[config.mk]
export PLATFORM = sky130hd
export DESIGN_NAME = trapezoid_motion_profile
export DESIGN_NICKNAME = d
export VERILOG_FILES = /design/src/rtl/core/tmp_pkg.sv /design/src/rtl/core/tmp_div.sv /design/src/rtl/core/tmp_sqrt.sv /design/src/rtl/core/trapezoid_motion_profile.sv
export SDC_FILE = /design/constraint.sdc
export NUM_CORES = 2
export LEC_CHECK = 0
export ABC_AREA = 0
export BUFFER_PORTS_ARGS = -buffer_cell sky130_fd_sc_hd__buf_4
export CORE_MARGIN = 3
export CORE_UTILIZATION = 30
export CTS_CLUSTER_DIAMETER = 40
export DETAILED_ROUTE_END_ITERATION = 10
export PLACE_DENSITY_LB_ADDON = 0.2
export SLEW_MARGIN = 20
export SYNTH_ARGS = -nofsm -noshare
export SYNTH_HDL_FRONTEND = slang
export SYNTH_HIERARCHICAL = 1
export SYNTH_SLANG_ARGS = --single-unit
[constraint.sdc]
create_clock -name clk -period 10.1 [get_ports clk]
set_clock_uncertainty 0.1 [all_clocks]
set_input_delay 1.01 -clock clk [delete_from_list [all_inputs] [get_ports clk]]
set_output_delay 1.01 -clock clk [all_outputs]
set_load 0.05 [all_outputs]
[src/rtl/core/tmp_pkg.sv]
// Shared constants, widths and helpers for the trapezoid motion profile block.
`default_nettype none
package tmp_pkg;
	// Distance and speed fraction bits; times always carry 16 fraction bits.
	localparam int FRACTION_BITS = 16;
	localparam int TIME_FRAC     = 16;
	// Finish window of 0.1 distance unit, rounded.
	localparam logic [31:0] TOLERANCE = 32'(((64'd1 << FRACTION_BITS) + 64'd5) / 64'd10);

	localparam int NUM_W  = 64;
	localparam int DEN_W  = 31;
	localparam int ROOT_W = 32;

	// Configuration register indexes.
	localparam logic [1:0] REG_MAX_SPEED = 2'd0;
	localparam logic [1:0] REG_MAX_ACCEL = 2'd1;
	localparam logic [1:0] REG_TICK      = 2'd2;

	// Output phase codes.
	localparam logic [1:0] PH_ACCEL  = 2'd0;
	localparam logic [1:0] PH_CRUISE = 2'd1;
	localparam logic [1:0] PH_DECEL  = 2'd2;
	localparam logic [1:0] PH_DONE   = 2'd3;

	// Saturate a wide quotient to 32 bits.
	function automatic logic [31:0] sat32(input logic [NUM_W-1:0] v);
		sat32 = (|v[NUM_W-1:32]) ? 32'hFFFF_FFFF : v[31:0];
	endfunction
endpackage
`default_nettype wire

[src/rtl/core/tmp_div.sv]
// Restoring divider that produces one quotient bit per cycle.
`default_nettype none
module tmp_div (
	input  wire logic                      clk,
	input  wire logic                      arst_n,
	input  wire logic                      start,
	input  wire logic [tmp_pkg::NUM_W-1:0] num,
	input  wire logic [tmp_pkg::DEN_W-1:0] den,
	output logic                           done,
	output logic [tmp_pkg::NUM_W-1:0]      quo
);
	import tmp_pkg::*;

	localparam int CNT_W = $clog2(NUM_W + 1);

	logic [CNT_W-1:0] cnt_q;
	logic [NUM_W-1:0] work_q;
	logic [DEN_W-1:0] rem_q;
	logic             done_q;
	logic [DEN_W:0]   shifted;
	logic             fits;

	// Trial subtraction of the divisor from the shifted remainder.
	assign shifted = {rem_q, work_q[NUM_W-1]};
	assign fits    = shifted >= {1'b0, den};

	// Control: count the steps and flag the last one.
	always_ff @(posedge clk or negedge arst_n) begin
		if (!arst_n) begin
			cnt_q  <= '0;
			done_q <= 1'b0;
		end else begin
			done_q <= 1'b0;
			if (start) begin
				cnt_q <= CNT_W'(NUM_W);
			end else if (cnt_q != '0) begin
				cnt_q <= cnt_q - 1'b1;
				if (cnt_q == CNT_W'(1)) begin
					done_q <= 1'b1;
				end
			end
		end
	end

	// Datapath: the dividend shifts out while quotient bits shift in.
	always_ff @(posedge clk) begin
		if (start) begin
			work_q <= num;
			rem_q  <= '0;
		end else if (cnt_q != '0) begin
			if (fits) begin
				rem_q <= DEN_W'(shifted - {1'b0, den});
			end else begin
				rem_q <= shifted[DEN_W-1:0];
			end
			work_q <= {work_q[NUM_W-2:0], fits};
		end
	end

	assign done = done_q;
	assign quo  = work_q;
endmodule
`default_nettype wire

[src/rtl/core/tmp_sqrt.sv]
// Digit-by-digit integer square root, one root bit per cycle.
`default_nettype none
module tmp_sqrt (
	input  wire logic                      clk,
	input  wire logic                      arst_n,
	input  wire logic                      start,
	input  wire logic [tmp_pkg::NUM_W-1:0] radicand,
	output logic                           done,
	output logic [tmp_pkg::ROOT_W-1:0]     root
);
	import tmp_pkg::*;

	localparam int CNT_W = $clog2(ROOT_W + 1);
	localparam int REM_W = ROOT_W + 1;

	logic [CNT_W-1:0]  cnt_q;
	logic [NUM_W-1:0]  rad_q;
	logic [REM_W-1:0]  rem_q;
	logic [ROOT_W-1:0] root_q;
	logic              done_q;
	logic [REM_W+1:0]  partial;
	logic [REM_W+1:0]  trial;
	logic              fits;

	// Bring down two radicand bits and try the next root bit.
	assign partial = {rem_q, rad_q[NUM_W-1:NUM_W-2]};
	assign trial   = {1'b0, root_q, 2'b01};
	assign fits    = partial >= trial;

	// Control: count the root bits.
	always_ff @(posedge clk or negedge arst_n) begin
		if (!arst_n) begin
			cnt_q  <= '0;
			done_q <= 1'b0;
		end else begin
			done_q <= 1'b0;
			if (start) begin
				cnt_q <= CNT_W'(ROOT_W);
			end else if (cnt_q != '0) begin
				cnt_q <= cnt_q - 1'b1;
				if (cnt_q == CNT_W'(1)) begin
					done_q <= 1'b1;
				end
			end
		end
	end

	// Datapath: remainder and root update.
	always_ff @(posedge clk) begin
		if (start) begin
			rad_q  <= radicand;
			rem_q  <= '0;
			root_q <= '0;
		end else if (cnt_q != '0) begin
			if (fits) begin
				rem_q <= REM_W'(partial - trial);
			end else begin
				rem_q <= partial[REM_W-1:0];
			end
			root_q <= {root_q[ROOT_W-2:0], fits};
			rad_q  <= {rad_q[NUM_W-3:0], 2'b00};
		end
	end

	assign done = done_q;
	assign root = root_q;
endmodule
`default_nettype wire

[src/rtl/core/trapezoid_motion_profile.sv]
// Trapezoidal velocity profile planner and stepper, top level.
//
// Input beats on s_*: s_tuser is the opcode (1 starts a move, 0 is one tick),
// s_tdata is the signed Q16.16 move distance, read only on a start.
// Every input beat yields one output beat on m_*: m_tdata holds the signed
// speed and the travelled distance, m_tuser the done flag and the phase.
// Registers max_speed, max_accel and tick_seconds are written on cfg_*; the user must
// write them only while the block is idle, not enforced here; cfg_ready is always high.
// One item is processed at a time through a shared 32x32 multiplier, a
// one-bit-per-cycle divider and a one-bit-per-cycle square root unit.
// A tick runs the multiplier sequence, or goes straight to the result once the
// profile has finished; a start runs three divisions, plus the square root when
// the profile is triangular.
// s_tready is high only while idle. A finished result waits in the output
// register while the next item is accepted; a stalled receiver holds the
// block only when a second result is ready before the first is taken.
// Reset restores the default registers and leaves the profile finished.
`default_nettype none
module trapezoid_motion_profile (
	input  wire logic        clk,
	input  wire logic        arst_n,
	input  wire logic        s_tvalid,
	output logic             s_tready,
	input  wire logic [31:0] s_tdata,   // [31:0] move_distance
	input  wire logic        s_tuser,   // [0] opcode
	output logic             m_tvalid,
	input  wire logic        m_tready,
	output logic [63:0]      m_tdata,   // [31:0] speed_out, [62:32] position_out, [63] zero
	output logic [2:0]       m_tuser,   // [0] move_done, [2:1] phase
	input  wire logic        cfg_valid,
	output logic             cfg_ready,
	input  wire logic [1:0]  cfg_index,
	input  wire logic [30:0] cfg_data
);
	import tmp_pkg::*;

	// Sequencer state codes.
	localparam logic [3:0] S_IDLE = 4'd0;
	localparam logic [3:0] S_AT   = 4'd1;
	localparam logic [3:0] S_TWR  = 4'd2;
	localparam logic [3:0] S_CMP  = 4'd3;
	localparam logic [3:0] S_CR   = 4'd4;
	localparam logic [3:0] S_SQD  = 4'd5;
	localparam logic [3:0] S_SQ   = 4'd6;
	localparam logic [3:0] S_T0   = 4'd7;
	localparam logic [3:0] S_T1   = 4'd8;
	localparam logic [3:0] S_T2   = 4'd9;
	localparam logic [3:0] S_T3   = 4'd10;
	localparam logic [3:0] S_T4   = 4'd11;
	localparam logic [3:0] S_T5   = 4'd12;
	localparam logic [3:0] S_T6   = 4'd13;
	localparam logic [3:0] S_T7   = 4'd14;
	localparam logic [3:0] S_FIN  = 4'd15;

	// Clamp a signed 34-bit value into the 31-bit magnitude range.
	function automatic logic [30:0] clamp31(input logic [33:0] v);
		if (v[33]) begin
			clamp31 = '0;
		end else if (|v[32:31]) begin
			clamp31 = 31'h7FFF_FFFF;
		end else begin
			clamp31 = v[30:0];
		end
	endfunction

	logic [3:0]  state_q;
	logic [30:0] max_speed_q, max_accel_q;
	logic [15:0] tick_q;
	logic [30:0] pos_q, spd_q, total_q;
	logic [31:0] elapsed_q, at_q, cruise_q, sspd_q;
	logic        neg_q, finished_q;
	logic [1:0]  ph_q;
	logic        over_q;
	logic [30:0] adt_q, vdt_q;
	logic [29:0] half_q;
	logic [31:0] dd_q;
	logic [61:0] twr_q;
	logic [63:0] prod_q;
	logic        out_valid_q;
	logic [63:0] out_data_q;
	logic [2:0]  out_user_q;

	logic [30:0] vm, am;
	logic [31:0] mul_a, mul_b;
	logic        div_start, div_done;
	logic        sq_start, sq_done;
	logic [NUM_W-1:0]  div_num;
	logic [DEN_W-1:0]  div_den;
	logic [NUM_W-1:0]  div_quo;
	logic [ROOT_W-1:0] sq_root;
	logic [31:0] raw_mag;
	logic [31:0] at_plus_cr_lo;
	logic        at_plus_cr_hi;
	logic [33:0] over_limit;
	logic [33:0] pos_sum;
	logic [33:0] spd_sum;
	logic        fin_now;
	logic [30:0] spd_fin;
	logic [32:0] elapsed_sum;
	logic        accept;

	assign vm     = (max_speed_q == '0) ? 31'd1 : max_speed_q;
	assign am     = (max_accel_q == '0) ? 31'd1 : max_accel_q;
	assign accept = s_tvalid && s_tready;

	assign s_tready  = (state_q == S_IDLE);
	assign cfg_ready = 1'b1;

	// Configuration registers.
	always_ff @(posedge clk or negedge arst_n) begin
		if (!arst_n) begin
			max_speed_q <= 31'd65536;
			max_accel_q <= 31'd65536;
			tick_q      <= 16'd66;
		end else if (cfg_valid) begin
			case (cfg_index)
				REG_MAX_SPEED: max_speed_q <= cfg_data;
				REG_MAX_ACCEL: max_accel_q <= cfg_data;
				REG_TICK:      tick_q      <= cfg_data[15:0];
				default:       ;
			endcase
		end
	end

	// Shared multiplier operand selection; the product is always registered.
	always_comb begin
		mul_a = '0;
		mul_b = '0;
		case (state_q)
			S_AT: begin
				mul_a = {1'b0, vm};
				mul_b = {1'b0, vm};
			end
			S_T0: begin
				mul_a = {1'b0, am};
				mul_b = {16'd0, tick_q};
			end
			S_T1: begin
				mul_a = {16'd0, tick_q};
				mul_b = {16'd0, tick_q};
			end
			S_T3: begin
				mul_a = {1'b0, am};
				mul_b = dd_q;
			end
			S_T4: begin
				mul_a = (ph_q == PH_CRUISE) ? {1'b0, vm} : {1'b0, spd_q};
				mul_b = {16'd0, tick_q};
			end
			default: ;
		endcase
	end

	always_ff @(posedge clk) begin
		prod_q <= mul_a * mul_b;
	end

	// Divider operands and start strobes; the divisor is held for the whole division.
	assign raw_mag = s_tdata[31] ? (32'd0 - s_tdata) : s_tdata;

	always_comb begin
		div_start = 1'b0;
		div_num   = '0;
		div_den   = am;
		sq_start  = 1'b0;
		case (state_q)
			S_IDLE: begin
				div_start = accept && s_tuser;
				div_num   = {17'd0, vm, 16'd0};
			end
			S_AT: begin
				div_start = div_done;
				div_num   = prod_q;
			end
			S_CMP: begin
				div_start = 1'b1;
				if ({31'd0, total_q} > twr_q) begin
					div_num = {17'd0, 31'(total_q - twr_q[30:0]), 16'd0};
					div_den = vm;
				end else begin
					div_num = {1'b0, total_q, 32'd0};
				end
			end
			S_CR: begin
				div_den = vm;
			end
			S_SQD: begin
				sq_start = div_done;
			end
			default: ;
		endcase
	end

	tmp_div u_div (
		.clk    (clk),
		.arst_n (arst_n),
		.start  (div_start),
		.num    (div_num),
		.den    (div_den),
		.done   (div_done),
		.quo    (div_quo)
	);

	tmp_sqrt u_sqrt (
		.clk      (clk),
		.arst_n   (arst_n),
		.start    (sq_start),
		.radicand (div_quo),
		.done     (sq_done),
		.root     (sq_root)
	);

	// Phase tests on the elapsed time before the step.
	assign {at_plus_cr_hi, at_plus_cr_lo} = {1'b0, at_q} + {1'b0, cruise_q};
	assign over_limit = {2'b00, at_q} + {2'b00, at_q} + {2'b00, cruise_q};

	// Position and speed for the current phase.
	always_comb begin
		pos_sum = {3'd0, pos_q} + {3'd0, vdt_q};
		spd_sum = {3'd0, spd_q};
		case (ph_q)
			PH_ACCEL: begin
				pos_sum = pos_sum + {4'd0, half_q};
				spd_sum = spd_sum + {3'd0, adt_q};
			end
			PH_CRUISE: begin
				spd_sum = {3'd0, vm};
			end
			default: begin
				pos_sum = pos_sum - {4'd0, half_q};
				spd_sum = spd_sum - {3'd0, adt_q};
			end
		endcase
	end

	// Finish test and the values that follow from it.
	assign fin_now     = ({1'b0, pos_q} + {1'b0, TOLERANCE} >= {2'b00, total_q}) || over_q;
	assign spd_fin     = fin_now ? 31'd0 : spd_q;
	assign elapsed_sum = {1'b0, elapsed_q} + {17'd0, tick_q};

	// Main sequencer and profile state.
	always_ff @(posedge clk or negedge arst_n) begin
		if (!arst_n) begin
			state_q     <= S_IDLE;
			pos_q       <= '0;
			spd_q       <= '0;
			total_q     <= '0;
			elapsed_q   <= '0;
			at_q        <= '0;
			cruise_q    <= '0;
			sspd_q      <= '0;
			neg_q       <= 1'b0;
			finished_q  <= 1'b1;
			ph_q        <= PH_ACCEL;
			over_q      <= 1'b0;
			out_valid_q <= 1'b0;
		end else begin
			if (out_valid_q && m_tready) begin
				out_valid_q <= 1'b0;
			end
			case (state_q)
				S_IDLE: begin
					if (accept) begin
						if (s_tuser) begin
							total_q    <= (raw_mag[31]) ? 31'h7FFF_FFFF : raw_mag[30:0];
							neg_q      <= s_tdata[31] || (s_tdata == '0);
							finished_q <= 1'b0;
							pos_q      <= '0;
							spd_q      <= '0;
							elapsed_q  <= '0;
							sspd_q     <= '0;
							ph_q       <= PH_ACCEL;
							state_q    <= S_AT;
						end else if (finished_q) begin
							ph_q    <= PH_DONE;
							state_q <= S_FIN;
						end else begin
							state_q <= S_T0;
						end
					end
				end
				S_AT: begin
					if (div_done) begin
						at_q    <= sat32(div_quo);
						state_q <= S_TWR;
					end
				end
				S_TWR: begin
					if (div_done) begin
						twr_q   <= div_quo[61:0];
						state_q <= S_CMP;
					end
				end
				S_CMP: begin
					state_q <= ({31'd0, total_q} > twr_q) ? S_CR : S_SQD;
				end
				S_CR: begin
					if (div_done) begin
						cruise_q <= sat32(div_quo);
						state_q  <= S_FIN;
					end
				end
				S_SQD: begin
					if (div_done) begin
						state_q <= S_SQ;
					end
				end
				S_SQ: begin
					if (sq_done) begin
						at_q     <= sq_root;
						cruise_q <= '0;
						state_q  <= S_FIN;
					end
				end
				S_T0: begin
					if (elapsed_q < at_q) begin
						ph_q <= PH_ACCEL;
					end else if ({1'b0, elapsed_q} < {at_plus_cr_hi, at_plus_cr_lo}) begin
						ph_q <= PH_CRUISE;
					end else begin
						ph_q <= PH_DECEL;
					end
					over_q  <= {2'b00, elapsed_q} > over_limit;
					state_q <= S_T1;
				end
				S_T1: begin
					adt_q   <= prod_q[46:16];
					state_q <= S_T2;
				end
				S_T2: begin
					dd_q    <= prod_q[31:0];
					state_q <= S_T3;
				end
				S_T3: begin
					state_q <= S_T4;
				end
				S_T4: begin
					half_q  <= prod_q[62:33];
					state_q <= S_T5;
				end
				S_T5: begin
					vdt_q   <= prod_q[46:16];
					state_q <= S_T6;
				end
				S_T6: begin
					pos_q   <= clamp31(pos_sum);
					spd_q   <= clamp31(spd_sum);
					state_q <= S_T7;
				end
				S_T7: begin
					if (fin_now) begin
						pos_q      <= total_q;
						spd_q      <= '0;
						finished_q <= 1'b1;
						ph_q       <= PH_DONE;
						elapsed_q  <= {16'd0, tick_q};
					end else begin
						elapsed_q <= elapsed_sum[32] ? 32'hFFFF_FFFF : elapsed_sum[31:0];
					end
					sspd_q  <= neg_q ? (32'd0 - {1'b0, spd_fin}) : {1'b0, spd_fin};
					state_q <= S_FIN;
				end
				S_FIN: begin
					if (!out_valid_q || m_tready) begin
						out_valid_q <= 1'b1;
						state_q     <= S_IDLE;
					end
				end
				default: begin
					state_q <= S_IDLE;
				end
			endcase
		end
	end

	// Output payload register, loaded as the result is handed over.
	always_ff @(posedge clk) begin
		if (state_q == S_FIN && (!out_valid_q || m_tready)) begin
			out_data_q <= {1'b0, pos_q, sspd_q};
			out_user_q <= {ph_q, finished_q};
		end
	end

	assign m_tvalid = out_valid_q;
	assign m_tdata  = out_data_q;
	assign m_tuser  = out_user_q;

`ifndef SYNTHESIS
	// A finished profile always rests exactly at its target distance.
	a_rest_at_target: assert property (@(posedge clk) disable iff (!arst_n)
		finished_q |-> (pos_q == total_q))
		else $error("finished profile away from target");

	// An accepted item keeps the block busy on the following cycle.
	a_busy_after_accept: assert property (@(posedge clk) disable iff (!arst_n)
		(s_tvalid && s_tready) |=> !s_tready)
		else $error("input taken while busy");

	// The done flag and the done phase always travel together.
	a_done_phase: assert property (@(posedge clk) disable iff (!arst_n)
		m_tvalid |-> (m_tuser[0] == (m_tuser[2:1] == PH_DONE)))
		else $error("done flag and phase disagree");
`endif
endmodule
`default_nettype wire

==> impl.org <==
** STA
- Once routing completed, OpenROAD measured the worst setup slack at 0.2465 ns.
- Setup violations remaining at the end of the flow were counted as 0.
- After layout, the worst path uses 97.56% of the clock period.
- Unrepaired setup endpoints after global routing :: no
- Hold timing on the final database bottoms out at a slack of 0.04884 ns.
- Setup TNS after final layout :: 0 ns
- Final hold violations :: 0
- For this run, the top clock speed supported by timing is 0.1015 GHz.
- Pins Over Slew Limit :: 0
- The clock period could shrink to 9.854 ns.
- For the pin with the worst max-slew slack, the measured transition is 1.260 ns.
- Worst slew slack as a fraction of its limit :: 15.64%

** Clocking
- TritonCTS clock tree :: yes
- Max clock buf depth :: 3
- Clock-pin slew was measured on the worst setup and hold paths at 0.05 ns.
- Number of buffers added to fix hold violations after cts :: 0
- The tree built by TritonCTS fans out to 864 sinks.
- Clock insertion delay at the later pin of the skew report :: 0.83 ns
- Buffer type at the clock tree root :: clkbuf_16
- The H-tree was split into 4 levels.
- In this run, CTS created clock tree buffers numbering 159.

** Finish
- Counting the fill cells in the layout gives 29,980.
- Measured on the finished design, the core utilization comes to 34.53%.
- The post-route netlist has 11.81% of its cells at a drive strength greater than 1.
- Most common cell after layout, fill and taps aside :: inv_1
- After routing the design area is 101,000 um^2.
- Fin nets :: 11,460
- The area growth from synthesis to layout is 14.04%.
- Top library cells by usage in the layout, fill and taps aside :: inv_1, nand2_1, nor2_1
- The finished layout holds 13,840 standard cells, fillers aside.

** Routing
- The count of nets left with antenna violations once routing finished came out at 0.
- Number of DRC violations after detailed-routing iteration 0 :: 6,994
- DR vias :: 73,890
- Dividing the detail-routed wire length by the instance count gives 26.03 um.
- Average via count per standard cell :: 5.339
- In the routed design, unresolved DRC markers number 0.
- Before antenna repair, the detailed router went through 6 iterations.
- Final wirelength :: 360,200 um

** Synth
- After synthesis, the cell types taking the most area are fa_1, edfxtp_1, ha_1.
- A synthesized cell averages 9.159 um^2.
- Area share of the largest cell type after synthesis :: 19.83%
- The Yosys step of the flow raised 6 warnings.
- After synthesis the cells add up to 88,520 um^2.
- Post-synth top area cell :: fa_1
- Synthesis produced 9,665 cells.
- Fraction of the yosys area taken by sequential cells :: 25.68%
- Number of register bits inferred by synthesis :: 864
- Number of distinct standard cells referenced by the synthesized netlist :: 126
- The synthesized design contains 380 enable-type register cells.
- For this run, the leading register cell type out of synthesis is edfxtp_1.
- After synthesis, the share of flip-flops with an asynchronous set or reset is 37.50%.
- The number of nets in the synthesized netlist is 11,340.

** Placement
- Routability-driven placement finished with a final weighted congestion of 0.9441.
- Pre-CTS setup slack :: -0.05363 ns
- Post-DP HPWL :: 287,600 um
- During placement, the flow inserted port buffers numbering 138.
- DP Cell Count :: 13,520
- Area post-placement :: 95,180 um^2

** Global route
- First-pass GRT wire length :: 523,500 um
- The number of global-route vias before repair was 74,770.
- Total routing resource utilization after global routing :: 23.41%
- After global routing the overflow that remains totals 0.
- The number of antenna violations at the first check in global routing came to 29.
- Entering global routing, the biggest net connects 109 pins.

** Worst setup path
- Data arrives at the worst endpoint at 10.49 ns.
- The worst register-to-register path ends at prod_q[48].
- Nature of the critical path endpoint :: flip-flop
- Highest cell delay on the worst timing path :: 0.58 ns
- Counting stages on the worst path, the most repeated cell is fa_1.
- Data required time at the worst endpoint :: 10.74 ns
- Startpoint type of the worst setup path :: flip-flop
- Register-to-register setup slack :: 0.25 ns
- Along the worst path, the maximum fanout reaches 20.
- Measured in cells, the most critical reg-to-reg path has a length of 29.
- Standard cell with the maximum stage delay on the critical path :: fa_1
- The worst register-to-register path begins at state_q[0].
- By startpoint and endpoint, the worst setup path is classified as flip-flop to flip-flop.

** Pwr
- Lkg Pwr :: 45.78 nW
- Sum of internal, switching and leakage power :: 31.22 mW
- IR analysis of the VDD net gives a maximum drop of 0.2186 mV.
- Ratio of total power to cell area :: 309.3 nW/um^2

** Die
- The die is 549.2 um tall.
- In this run the standard cell core region covers 292,300 um^2.
- Count of pins on the block boundary :: 141
- In this run the horizontal extent of the chip is 549.2 um.
- Full die area :: 301,600 um^2
- Std cell rows :: 198
- For this configuration, the core starts out at a cell density of 30.28%.

** Worst hold path
- The min-delay analysis places its worst path in the category input pin to async pin.

** Flow run
- Across the run, the number of max-cap violations was 0.

** Run status
- Outcome :: completed
==> registers in the layout, summed over array words and instances (netlist names), 30 cells and up <==
register	flops
elapsed_q	32
dd_q	32
prod_q	64
spd_q	31
cruise_q	32
m_tdata	63
total_q	31
u_sqrt/root	32
u_div/quo	64
at_q	32
half_q	30
twr_q	62
u_div/rem_q	31
max_speed_q	31
pos_q	31
adt_q	31
max_accel_q	31
vdt_q	31
u_sqrt/rad_q	64
sspd_q	32
u_sqrt/rem_q	33
==> worst max path at each step <==
stage	to	slack, ns	cells past startpoint	start
finish	prod_q[48]	0.25	29	state_q[0]
detailed placement	prod_q[48]	-0.05	29	state_q[0]
CTS	prod_q[48]	0.05	31	state_q[0]
global route	prod_q[61]	0.02	29	state_q[1]
global placement	prod_q[48]	-0.01	30	state_q[2]
floorplan	prod_q[61]	0.92	35	state_q[0]
==> cell usage after synthesis, drive strengths merged, types with 59 or more instances <==
library cell,number
a21o,179
a21oi,563
mux2,239
and2,82
fa,877
a211oi,87
ha,723
o31ai,67
dfrtp,319
dfxtp,160
clkbuf,409
nand4,75
nor2,981
a31oi,68
nand3,119
a22o,60
xnor2,240
nand2,1045
o21ai,386
a22oi,111
nand2b,73
inv,1177
buf,93
xor2,166
and3,59
o211ai,68
o21bai,65
edfxtp,380
nor3,125
==> power breakdown <==
part           internal, mW  switching (mW)  leakage, nW
sequential             5.02            1.51         9.13
combinational          7.09            12.1         34.0
clock                  3.38            2.14         2.68
==> timing repair <==
action,CTS,global route
resized for setup,1,31
endpoints found under the setup margin,1,14
pin swaps,0,3
cloned,0,3
buffers inserted,1,8
==> critical path, delay by kind of cell (launching register included) <==
kind,cells,cell delay (ns)
adders and majority gates,9,4.44
AOI/OAI and AO/OA,11,3.10
and+or+nand+nor,4,0.74
buffers and inverters,4,0.73
DFF,1,0.46
xor gates and xnor gates,1,0.15
==> cell type report <==
type	instances	area, um^2	area share, %
sequential	864	22730	22.52
timing repair buffer	465	3671	3.636
tap	3900	4880	4.834
multi-input combinational	7123	59670	59.11
inverter	1178	4422	4.380
clock buffer	179	4136	4.097
antenna	12	30.03	0.02975
clock inverter	118	1411	1.398
==> cell families (layout without fill, tap and decap cells) <==
kind of cell    count (synthesis)  after routing  synth area share [%]
simple gates                 2814           2815                 14.05
compound gates               2020           2021                 15.21
buf+inv                      1680           1940                 7.364
fa+ha+maj                    1600           1600                 30.05
flops                         864            864                 25.68
xor+xnor                      406            406                 4.017
mux                           279            279                 3.620
other cells                     2             14              0.008484
==> routing by layer <==
layer / global-route usage [%] / vias up / wire [um]
met1: 32.42 / 37550 / 159000
met5: 0 / - / 41
met3: 3.641 / 528 / 24140
met2: 36.39 / 2772 / 160900
met4: 9.522 / 6 / 16190
li1: - / 33040 / -
Power figures use the tool's default switching activity.
